[src/lruc_pkg.sv]
// Package with the shared widths, defaults and reset values of the LRU cache.
`timescale 1ns / 1ps
`default_nettype none
package lruc_pkg;

    // Width of the key field on the input and result channels.
    localparam int KEY_IN_W = 32;

    // Width of the capacity register.
    localparam int CFG_W = 5;

    // Defaults for the top-level parameters.
    localparam int DEF_ENTRIES  = 16;
    localparam int DEF_KEY_BITS = 32;

    // Capacity after reset.
    localparam logic [CFG_W-1:0] CAP_RESET = 5'd16;

endpackage
`default_nettype wire

[src/lruc_if.sv]
// Valid/ready channel interfaces for lookup beats and result beats.
`timescale 1ns / 1ps
`default_nettype none

// Lookup channel: one key per beat.
interface lruc_in_if;
    import lruc_pkg::*;

    logic                valid;
    logic                ready;
    logic [KEY_IN_W-1:0] lookup_key;

    modport source (output valid, output lookup_key, input ready);
    modport sink   (input valid, input lookup_key, output ready);
endinterface

// Result channel: hit flag and eviction report per beat.
interface lruc_out_if;
    import lruc_pkg::*;

    logic                valid;
    logic                ready;
    logic                hit;
    logic                evicted;
    logic [KEY_IN_W-1:0] evicted_key;

    modport source (output valid, output hit, output evicted, output evicted_key,
                    input ready);
    modport sink   (input valid, input hit, input evicted, input evicted_key,
                    output ready);
endinterface
`default_nettype wire

[src/lru_cache_lookup_insert.sv]
// Fully associative LRU key cache with lookup, insert and eviction report.
//
//  Channel   Dir  Handshake          Payload
//  i_in      in   valid / ready      lookup_key
//  o_out     out  valid / ready      hit, evicted, evicted_key
//  i_cfg_*   in   write enable only  capacity_in_use (5 bits)
//
// One lookup beat is taken per cycle while the result channel does not stall; its result
// is offered from the result register, which the pass loads from the input register.
// The single pass compares all entries at once and updates every rank in the
// same cycle, so back-to-back keys always see the state left by the one before.
// Reset clears the valid bits and the entry count and sets the capacity to 16;
// no clearing pass is needed.
// A stalled result holds the input register, and ready drops once it is full.
`timescale 1ns / 1ps
`default_nettype none
module lru_cache_lookup_insert #(
    parameter int ENTRIES  = lruc_pkg::DEF_ENTRIES,
    parameter int KEY_BITS = lruc_pkg::DEF_KEY_BITS
) (
    input  wire logic                       i_clk,
    input  wire logic                       i_rst_n,
    lruc_in_if.sink                         i_in,
    lruc_out_if.source                      o_out,
    input  wire logic                       i_cfg_we,
    input  wire logic [lruc_pkg::CFG_W-1:0] i_cfg_data
);
    import lruc_pkg::*;

    localparam int CNT_W  = $clog2(ENTRIES + 1);
    localparam int RANK_W = $clog2(ENTRIES);
    localparam int CMP_W  = (CNT_W > CFG_W) ? CNT_W : CFG_W;
    localparam int CP_W   = (KEY_BITS < KEY_IN_W) ? KEY_BITS : KEY_IN_W;

    // Input stage.
    logic                r_in_valid;
    logic [KEY_BITS-1:0] r_in_key;
    logic [KEY_BITS-1:0] w_key_masked;

    // Cache state.
    logic [KEY_BITS-1:0] r_keys [ENTRIES];
    logic [RANK_W-1:0]   r_rank [ENTRIES];
    logic [RANK_W-1:0]   n_rank [ENTRIES];
    logic [ENTRIES-1:0]  r_valid;
    logic [ENTRIES-1:0]  n_valid;
    logic [CNT_W-1:0]    r_count;
    logic [CNT_W-1:0]    n_count;
    logic [CFG_W-1:0]    r_cap;

    // Result register.
    logic                r_out_valid;
    logic                r_hit;
    logic                r_evicted;
    logic [KEY_IN_W-1:0] r_ev_key;

    // Lookup logic.
    logic                w_advance;
    logic [ENTRIES-1:0]  w_match;
    logic                w_hit;
    logic [RANK_W-1:0]   w_hit_rank;
    logic [RANK_W-1:0]   w_last_rank;
    logic [ENTRIES-1:0]  w_oldest;
    logic [ENTRIES-1:0]  w_free_sel;
    logic [ENTRIES-1:0]  w_slot;
    logic [CMP_W-1:0]    w_cap_ext;
    logic [CMP_W-1:0]    w_eff_cap;
    logic                w_need_evict;
    logic [KEY_BITS-1:0] w_old_key;
    logic [KEY_IN_W-1:0] w_ev_key;

    function automatic logic [RANK_W-1:0] w_sub_rank(input logic [CNT_W-1:0] cnt);
        logic [CNT_W-1:0] dec;
        dec = cnt - CNT_W'(1);
        return dec[RANK_W-1:0];
    endfunction

    // Handshake: the pass runs when the result register is free or being drained.
    assign w_advance   = r_in_valid && (!r_out_valid || o_out.ready);
    assign i_in.ready  = !r_in_valid || w_advance;

    assign o_out.valid       = r_out_valid;
    assign o_out.hit         = r_hit;
    assign o_out.evicted     = r_evicted;
    assign o_out.evicted_key = r_ev_key;

    // Keys are cut or zero-extended to the stored key width.
    always_comb begin
        w_key_masked = '0;
        for (int b = 0; b < CP_W; b++) begin
            w_key_masked[b] = i_in.lookup_key[b];
        end
    end

    // Compare every valid entry against the key and gather the hit rank.
    always_comb begin
        w_hit_rank = '0;
        for (int i = 0; i < ENTRIES; i++) begin
            w_match[i] = r_valid[i] && (r_keys[i] == r_in_key);
            if (w_match[i]) begin
                w_hit_rank = w_hit_rank | r_rank[i];
            end
        end
        w_hit = |w_match;
    end

    // Effective capacity: zero acts as one, anything above the depth as the depth.
    always_comb begin
        w_cap_ext = CMP_W'(r_cap);
        if (w_cap_ext == '0) begin
            w_eff_cap = CMP_W'(1);
        end else if (w_cap_ext > CMP_W'(ENTRIES)) begin
            w_eff_cap = CMP_W'(ENTRIES);
        end else begin
            w_eff_cap = w_cap_ext;
        end
        w_need_evict = (CMP_W'(r_count) >= w_eff_cap);
    end

    // The least recent entry holds the highest rank, which is count minus one.
    assign w_last_rank = w_sub_rank(r_count);

    always_comb begin
        w_old_key = '0;
        for (int i = 0; i < ENTRIES; i++) begin
            w_oldest[i] = r_valid[i] && (r_rank[i] == w_last_rank);
            if (w_oldest[i]) begin
                w_old_key = w_old_key | r_keys[i];
            end
        end
    end

    // Lowest-numbered free entry, as a one-hot select.
    always_comb begin
        logic seen;
        seen = 1'b0;
        for (int i = 0; i < ENTRIES; i++) begin
            w_free_sel[i] = !r_valid[i] && !seen;
            if (!r_valid[i]) begin
                seen = 1'b1;
            end
        end
    end

    assign w_slot = w_need_evict ? w_oldest : w_free_sel;

    // Evicted key goes out at the fixed result width.
    always_comb begin
        w_ev_key = '0;
        if (w_need_evict) begin
            for (int b = 0; b < CP_W; b++) begin
                w_ev_key[b] = w_old_key[b];
            end
        end
    end

    // Next valid bits, ranks and count.
    always_comb begin
        n_valid = r_valid;
        n_rank  = r_rank;
        n_count = r_count;
        if (w_advance) begin
            if (w_hit) begin
                for (int i = 0; i < ENTRIES; i++) begin
                    if (w_match[i]) begin
                        n_rank[i] = '0;
                    end else if (r_valid[i] && (r_rank[i] < w_hit_rank)) begin
                        n_rank[i] = r_rank[i] + RANK_W'(1);
                    end
                end
            end else begin
                for (int i = 0; i < ENTRIES; i++) begin
                    if (w_slot[i]) begin
                        n_valid[i] = 1'b1;
                        n_rank[i]  = '0;
                    end else if (r_valid[i]) begin
                        n_rank[i] = r_rank[i] + RANK_W'(1);
                    end
                end
                if (!w_need_evict) begin
                    n_count = r_count + CNT_W'(1);
                end
            end
        end
    end

    // Control registers.
    always_ff @(posedge i_clk) begin
        if (!i_rst_n) begin
            r_in_valid  <= 1'b0;
            r_out_valid <= 1'b0;
            r_valid     <= '0;
            r_count     <= '0;
            r_cap       <= CAP_RESET;
        end else begin
            if (i_in.ready) begin
                r_in_valid <= i_in.valid;
            end
            if (w_advance) begin
                r_out_valid <= 1'b1;
            end else if (o_out.ready) begin
                r_out_valid <= 1'b0;
            end
            r_valid <= n_valid;
            r_count <= n_count;
            if (i_cfg_we) begin
                r_cap <= i_cfg_data;
            end
        end
    end

    // Payload registers: keys, ranks, input key and result fields.
    always_ff @(posedge i_clk) begin
        if (i_in.valid && i_in.ready) begin
            r_in_key <= w_key_masked;
        end
        for (int i = 0; i < ENTRIES; i++) begin
            r_rank[i] <= n_rank[i];
            if (w_advance && !w_hit && w_slot[i]) begin
                r_keys[i] <= r_in_key;
            end
        end
        if (w_advance) begin
            r_hit     <= w_hit;
            r_evicted <= !w_hit && w_need_evict;
            r_ev_key  <= w_hit ? '0 : w_ev_key;
        end
    end

    // The count always equals the number of valid entries.
    a_count_matches_valid: assert property (
        @(posedge i_clk) disable iff (!i_rst_n)
        $countones(r_valid) == int'(r_count)
    ) else $error("entry count differs from the number of valid entries");

    // A result is never both a hit and an eviction.
    a_hit_no_evict: assert property (
        @(posedge i_clk) disable iff (!i_rst_n)
        r_out_valid |-> !(r_hit && r_evicted)
    ) else $error("result reports a hit together with an eviction");

    // A hit leaves the set of valid entries unchanged.
    a_hit_keeps_valid: assert property (
        @(posedge i_clk) disable iff (!i_rst_n)
        (w_advance && w_hit) |=> $stable(r_valid)
    ) else $error("hit changed the valid entries");

    // An eviction never lets the count grow.
    a_evict_keeps_count: assert property (
        @(posedge i_clk) disable iff (!i_rst_n)
        (w_advance && !w_hit && w_need_evict) |=> $stable(r_count)
    ) else $error("eviction changed the entry count");

endmodule
`default_nettype wire
[src/flat_wrapper.sv]
// flat-port wrapper written by rule: the top's interface ports become plain ports
module lru_cache_lookup_insert_flat import lruc_pkg::*;
#(
    parameter int ENTRIES  = lruc_pkg::DEF_ENTRIES,
    parameter int KEY_BITS = lruc_pkg::DEF_KEY_BITS
)
  (i_clk, i_rst_n, i_cfg_we, i_cfg_data, i_in_valid, i_in_lookup_key, i_in_ready, o_out_valid, o_out_hit, o_out_evicted, o_out_evicted_key, o_out_ready);
  lruc_in_if i_in_i ();
  lruc_out_if o_out_i ();
  input  wire logic i_clk;
  input  wire logic i_rst_n;
  input  wire logic i_cfg_we;
  input  wire logic [lruc_pkg::CFG_W-1:0] i_cfg_data;
  input wire logic [$bits(i_in_i.valid)-1:0] i_in_valid;
  input wire logic [$bits(i_in_i.lookup_key)-1:0] i_in_lookup_key;
  output wire logic [$bits(i_in_i.ready)-1:0] i_in_ready;
  output wire logic [$bits(o_out_i.valid)-1:0] o_out_valid;
  output wire logic [$bits(o_out_i.hit)-1:0] o_out_hit;
  output wire logic [$bits(o_out_i.evicted)-1:0] o_out_evicted;
  output wire logic [$bits(o_out_i.evicted_key)-1:0] o_out_evicted_key;
  input wire logic [$bits(o_out_i.ready)-1:0] o_out_ready;
  assign i_in_i.valid = i_in_valid;
  assign i_in_i.lookup_key = i_in_lookup_key;
  assign i_in_ready = i_in_i.ready;
  assign o_out_valid = o_out_i.valid;
  assign o_out_hit = o_out_i.hit;
  assign o_out_evicted = o_out_i.evicted;
  assign o_out_evicted_key = o_out_i.evicted_key;
  assign o_out_i.ready = o_out_ready;
  lru_cache_lookup_insert #(.ENTRIES(ENTRIES), .KEY_BITS(KEY_BITS)) u_core (.i_clk(i_clk), .i_rst_n(i_rst_n), .i_in(i_in_i), .o_out(o_out_i), .i_cfg_we(i_cfg_we), .i_cfg_data(i_cfg_data));
endmodule
[config.mk]
export PLATFORM = sky130hd
export DESIGN_NAME = lru_cache_lookup_insert_flat
export DESIGN_NICKNAME = d
export VERILOG_FILES = /design/src/lruc_pkg.sv /design/src/lruc_if.sv /design/src/lru_cache_lookup_insert.sv /design/src/flat_wrapper.sv
export SDC_FILE = /design/constraint.sdc
export NUM_CORES = 2
export LEC_CHECK = 0
export BUFFER_PORTS_ARGS = -buffer_cell sky130_fd_sc_hd__buf_2
export CAP_MARGIN = 20
export CORE_ASPECT_RATIO = 2
export CORE_MARGIN = 4
export CORE_UTILIZATION = 50
export CTS_CLUSTER_DIAMETER = 60
export DETAILED_ROUTE_END_ITERATION = 10
export PLACE_DENSITY = 0.63
export SKIP_LAST_GASP = 1
export SLEW_MARGIN = 20
export SYNTH_ARGS = -nofsm -noshare
export SYNTH_HDL_FRONTEND = slang
export SYNTH_SLANG_ARGS = --single-unit
[constraint.sdc]
create_clock -name i_clk -period 10.8 [get_ports i_clk]
set_clock_uncertainty 0.15 [all_clocks]
set_input_delay 2.7 -clock i_clk [delete_from_list [all_inputs] [get_ports i_clk]]
set_output_delay 2.7 -clock i_clk [all_outputs]
set_load 0.005 [all_outputs]
Word-level counts from Yosys, hierarchy flattened
Memories as Yosys holds them, arrays and structs flattened.
Index checks and enable logic that the tools add are counted.
- memories: 1
- register bits: 158
- bits of input ports: 42
- output and inout port bits: 36
- bits in writable memories: 512
- memories (name ; words ; bits a word ; read ports ; clocked after Yosys merged registers in ; write ports ; RTL line ; RTL):
    u_core.r_keys ; 16 ; 32 ; 16 ; 0 ; 16 ; lru_cache_lookup_insert.sv:41 ; logic [KEY_BITS-1:0] r_keys [ENTRIES];
- mux-type cells: 149
- equality and inequality tests: 48
- add/sub/neg operators: 18
- reductions and logical operators: 171
- bitwise gates (word level): 32
- magnitude comparators: 18
- operators with widths (operator ; count):
    32-bit equality test ; 16
    32-bit 2-to-1 mux ; 16
    32-bit OR ; 15
    4-bit 2-to-1 mux ; 80
    3-bit AND reduction ; 33
    1-bit logical AND ; 83
    4-bit by 1-bit adder with 4-bit output, second input constant ; 16
    4-bit equality test ; 16
    4-bit less-than comparator ; 16
    64-bit 2-to-1 mux ; 1
    4-bit OR ; 15
    1-bit 2-to-1 mux ; 49
    3-bit by 2-bit inequality test with 1-bit output, second input constant ; 16
    3-bit nonzero test ; 16
    1-bit logical NOT ; 33
    17-bit OR reduction ; 1
    16-bit 2-to-1 mux ; 1
    16-bit OR reduction ; 1
    5-bit 2-to-1 mux ; 2
    5-bit by 1-bit adder with 5-bit output, second input constant ; 1
    5-bit >= comparator ; 1
    5-bit greater-than comparator, second input constant ; 1
    5-bit logical NOT ; 1
    4-bit by 1-bit subtractor with 4-bit output, second input constant ; 1
    other kinds (3) ; 5

Longest topological paths before layout
- depth in word-level cells: 38
- gate-level depth with buffers: 18
- gate-level depth less buffers: 16

Worst setup path before layout
Ideal clock, no wire load.
- kind: input port to output port
- from: in o_out_ready
- to: out i_in_ready
- arrival: 2.967 ns
- path slack: 4.983 ns
- required time: 7.950 ns
- stages on the path: 2
- cell sequence: nor2b_1 > nand2_1
- cells in the longest elaborated chain, start to end: 3
- RTL lines (item ; RTL line ; RTL):
    from (decl) ; flat_wrapper.sv:21 ; input wire logic [$bits(o_out_i.ready)-1:0] o_out_ready;
    1-bit logical OR ; lru_cache_lookup_insert.sv:78 ; assign w_advance = r_in_valid && (!r_out_valid || o_out.ready);
    1-bit logical AND ; lru_cache_lookup_insert.sv:78 ;
    1-bit logical OR ; lru_cache_lookup_insert.sv:79 ; assign i_in.ready = !r_in_valid || w_advance;
    to (decl) ; flat_wrapper.sv:16 ; output wire logic [$bits(i_in_i.ready)-1:0] i_in_ready;
No other way between the ends.

Worst setup path in the final report
- from: reg u_core.r_in_key[25]
- to: reg u_core.r_rank[3] in the netlist's numbering, enable pin
- cells in the longest elaborated chain, start to end: 37
- elaborated cells between the ends (all ways): 69
- those cells by class: order compare (1); eq/ne (17); mux (16); bitwise (15); reduce/logical (20)
- RTL lines (item ; RTL line ; RTL):
    from (decl) ; lru_cache_lookup_insert.sv:37 ; logic [KEY_BITS-1:0] r_in_key;
    from (signal assigned) ; lru_cache_lookup_insert.sv:214 ; r_in_key <= w_key_masked;
    32-bit equality test ; lru_cache_lookup_insert.sv:98 ; w_match[i] = r_valid[i] && (r_keys[i] == r_in_key);
    1-bit logical AND ; lru_cache_lookup_insert.sv:98 ;
    4-bit 2-to-1 mux ; lru_cache_lookup_insert.sv:99 ; if (w_match[i]) begin
    4-bit OR ; lru_cache_lookup_insert.sv:100 ; w_hit_rank = w_hit_rank | r_rank[i];
    4-bit 2-to-1 mux ; lru_cache_lookup_insert.sv:99 ;
    4-bit OR ; lru_cache_lookup_insert.sv:100 ;
    4-bit 2-to-1 mux ; lru_cache_lookup_insert.sv:99 ;
    4-bit OR ; lru_cache_lookup_insert.sv:100 ;
    (+21 left out) ; - ;
    4-bit OR ; lru_cache_lookup_insert.sv:100 ;
    4-bit 2-to-1 mux ; lru_cache_lookup_insert.sv:99 ;
    4-bit OR ; lru_cache_lookup_insert.sv:100 ;
    4-bit 2-to-1 mux ; lru_cache_lookup_insert.sv:99 ;
    4-bit less-than comparator ; lru_cache_lookup_insert.sv:166 ; end else if (r_valid[i] && (r_rank[i] < w_hit_rank)) begin
    1-bit logical AND ; lru_cache_lookup_insert.sv:166 ;
    3-bit by 2-bit inequality test with 1-bit output (no line) ; - ;
    3-bit AND reduction (no line) * ; - ;
    to (signal, indexed assignment) ; lru_cache_lookup_insert.sv:217 ; r_rank[i] <= n_rank[i];
    to (decl) ; lru_cache_lookup_insert.sv:42 ; logic [RANK_W-1:0] r_rank [ENTRIES];
Mark *: on every way between the ends. The rest lies on a longest branch, timed or not.
A chain may end at the register's enable or synchronous reset.

==> impl_metrics.csv <==
group,metric,value,unit
run_status,outcome,"completed",
floorplan,ios,78,
floorplan,row_count,134,
route,ant_nets,0,
power,combPwrFrac,0.076,
route,drt_wl_total,146800,µm
clocking,cts_setup_buffers,0,
synth,synth_compound_area_frac,0.08680,
synth,synth_nets,2667,
power,power_frac_seq,0.521,
route,via_per_inst,6.836,
sta,rsz0062_at_grt,"false",
synth,synth_top_cell_by_area,"edfxtp_1",
synth,syn_area,0.03370,mm²
route,dr.pass1.iters,8,
synth,ys_seq_elements,670,
hold_path,min_path_type,"reg2reg",
job,drv_cap,0,
clocking,cts_hold_buf,0,
place,port_buffers,77,
synth,synth_top_family_by_area,"XOR/XNOR gates",
synth,ys_warn_count,0,
floorplan,die_w,191.6,µm
synth,yosys-top-cells-area,"edfxtp_1 (57%), xnor2_1 (13%), a22oi_1 (4.7%)",
route,drtIter0Drc,3371,
power,ir_drop,0.1499,mV
final_layout,syn_to_final_growth,9.656,%
global_route,grt_max_degree,49,
global_route,grt_pass1_wl,198300,µm
global_route,gr-total-overflow,0,
synth,ys_async_sr_fraction,0,
power,power_density,149.6,mW/mm²
route,drcViolationCount,0,
synth,synthSimpleGateAreaFrac,0.09745,
synth,seq_area_frac_synth,0.5886,
synth,syn_area_per_cell,13.20,µm²
clocking,clock_latency,660,ps
synth,synthXorXnorAreaFrac,0.1596,
clocking,h-tree-depth,2,
sta,finalSetupTns,0,ps
sta,setup_violations,0,
sta,min_period,6430,ps
worst_setup_path,crit_required,10940,ps
synth,synth_edf_count,642,
clocking,clkSinkCount,670,
synth,synth_fa_ha_area_frac,0.02636,
synth,syn-instance-count,2554,
worst_setup_path,path_class,"reg2reg",
power,power_leakage,11.95,nW
clocking,cts_tree,"yes",
sta,clock.fmax,155.5,MHz
power,power.switching,0.001349,W
sta,slew_headroom,0.1802,
synth,synth_top_cell_area_share,0.5720,
worst_setup_path,critPathArrivalTime,6570,ps
place,gp_congestion,1.083,
worst_setup_path,crit_fanout,20,
synth,muxShareOfSynthArea,0.006682,
floorplan,die_y,375.2,µm
sta,hold_slack,384.6,ps
final_layout,nets,2740,
final_layout,drive_above_1_share,0.1192,
power,pwr-share-clk,0.403,
route,avgRoutedWirePerCell,41.19,µm
clocking,clk_pin_slew,70,ps
synth,synth_most_common_cell,"edfxtp_1",
clocking,ctsResizeCount,0,
synth,synth_ff_type,"edfxtp_1",
sta,slew_violations,0,
power,intPower,0.004180,W
power,switching_share,0.2440,
floorplan,die-area,0.07188,mm²
synth,synthTopCellsByCount,"edfxtp_1 (642), xnor2_1 (490), a22oi_1 (210)",
sta,hold_viol,0,
synth,yosys.cell_types.count,55,
global_route,grt_pass1_vias,23824,
sta,finalCritPeriodShare,0.5953,
floorplan,start_util,0.5051,
clocking,max-clock-path-buffers,3,
sta,tightest_slew,1219,ps
route,vias,24363,
floorplan,core_area,0.06673,mm²
clocking,cts_root_buf,"clkbuf_16",
worst_setup_path,start_kind,"flop",
worst_setup_path,critPathCaptureType,"flop",
place,place_hpwl,102000,µm
global_route,grt_util_all_layers,0.4040,
clocking,cts_made_buffers,59,
global_route,antenna_found_initial,7,
[final timing paths]
check	startpoint	end	slack [ps]	cells after the start
setup / recovery	u_core.r_in_key[25]	u_core.r_rank[3]	4370	17
hold / removal	u_core.r_cap[0]	u_core.r_cap[0]	380	2
setup reg to reg	u_core.r_in_key[25]	u_core.r_rank[3]	4370	17
hold reg to reg	u_core.r_cap[0]	u_core.r_cap[0]	380	2
[stage by stage]
stage | utilization | std cells | cell area (µm²) | total power [W] | worst slack [ps]
3_3_place_gp | 0.5231 | 3449 | 34900 | 0.003333 | 4699
5_1_grt | 0.5537 | 3561 | 36950 | 0.005635 | 4394
6_report | 0.5539 | 3564 | 36960 | 0.005530 | 4370
2_1_floorplan | - | 2554 | 33700 | 0.003177 | 4983
4_1_cts | 0.5528 | 3560 | 36890 | 0.005513 | 4677
3_5_place_dp | 0.5233 | 3449 | 34920 | 0.003336 | 4690
[sequential cells by signal, summed over array words and instances (netlist names)]
name,count
u_core.r_in_valid,1
u_core.o_out.hit,1
u_core.r_rank,64
u_core.r_keys,512
u_core.o_out.evicted_key,32
u_core.r_cap,5
u_core.r_count,5
u_core.r_valid,16
u_core.o_out.valid,1
u_core.r_in_key,32
u_core.o_out.evicted,1
[layer usage]
metal	track usage	routed length, µm	up-vias
li1	-	-	9780
met4	0.4051	20360	8
met3	0.07302	12790	618
met5	0	48	-
met1	0.4358	44950	12106
met2	0.6466	68640	1851
[power by group through the flow]
stage	combinational (W)	clock (W)	sequential, W
final	0.000419	0.00223	0.00288
after global routing	0.000423	0.00233	0.00288
after CTS	0.000399	0.00223	0.00288
after detailed placement	0.000397	0	0.00294
after global placement	0.000395	0	0.00294
after floorplan	0.000226	0	0.00295
[cell families after synthesis]
| family | count (synthesis) |
|---|---|
| and+or+nand+nor | 615 |
| adders and majority gates | 71 |
| DFF | 670 |
| AOI/OAI and AO/OA | 391 |
| xor gates and xnor gates | 614 |
| muxes | 22 |
| buffers and inverters | 171 |
[worst max-delay path: stages, from the launching register on]
cell and delay (ps):
edfxtp_1 620, buf_4 340, xnor2_1 880, nand4_1 210, nor3_1 1010, and3_1 560, a22oi_1 270, nand3_1 130
nor2_1 220, buf_4 270, ha_1 280, o21ai_0 180, nand2b_1 70, a21oi_1 160, nor2_1 60, nand2_1 80
a21oi_1 60, nor3_1 500
[placed cells by master, fill, tap and decap left out, types with 5 or more instances in the layout]
| cell type | synthesis | routed |
|---|---|---|
| clkinvlp_4 | 0 | 6 |
| and2_1 | 6 | 5 |
| o21a_1 | 23 | 23 |
| nor3_2 | 0 | 16 |
| a22oi_1 | 210 | 210 |
| edfxtp_1 | 642 | 642 |
| nor4_1 | 32 | 27 |
| nor4_2 | 2 | 7 |
| ha_1 | 71 | 71 |
| o21bai_1 | 11 | 11 |
| nor2b_1 | 22 | 19 |
| xnor2_2 | 0 | 6 |
| xor2_1 | 124 | 123 |
| nand3_1 | 92 | 92 |
| inv_1 | 23 | 22 |
| mux2i_1 | 18 | 18 |
| nor2_1 | 171 | 166 |
| bufinv_16 | 0 | 6 |
| clkbuf_1 | 61 | 8 |
| nand4_1 | 148 | 148 |
| buf_4 | 23 | 82 |
| nor3_1 | 51 | 35 |
| clkinv_1 | 0 | 11 |
| nand2b_1 | 8 | 7 |
| or4_1 | 5 | 5 |
| a221oi_1 | 35 | 35 |
| xnor2_1 | 490 | 484 |
| clkbuf_16 | 0 | 60 |
| clkinv_2 | 0 | 8 |
| a22o_1 | 35 | 35 |
| nor2_4 | 8 | 13 |
| a2111oi_0 | 5 | 5 |
| o21ai_0 | 18 | 18 |
| dfxtp_1 | 28 | 28 |
| buf_2 | 11 | 77 |
| a21oi_1 | 30 | 29 |
| nand2_1 | 26 | 26 |
| and3_1 | 27 | 27 |
[area by class of cell]
| class | count | area (µm²) |
|---|---|---|
| diodes | 3 | 7.507 |
| repair buffers | 160 | 1012 |
| well taps | 884 | 1106 |
| flip-flops and latches | 670 | 19840 |
| clock buffers | 72 | 1587 |
| inverters | 23 | 86.33 |
| fillers | 5786 | 29770 |
| multi-input cells | 1713 | 12930 |
| clock inverters | 39 | 386.6 |
No activity file was read; power rests on OpenSTA's default activity.
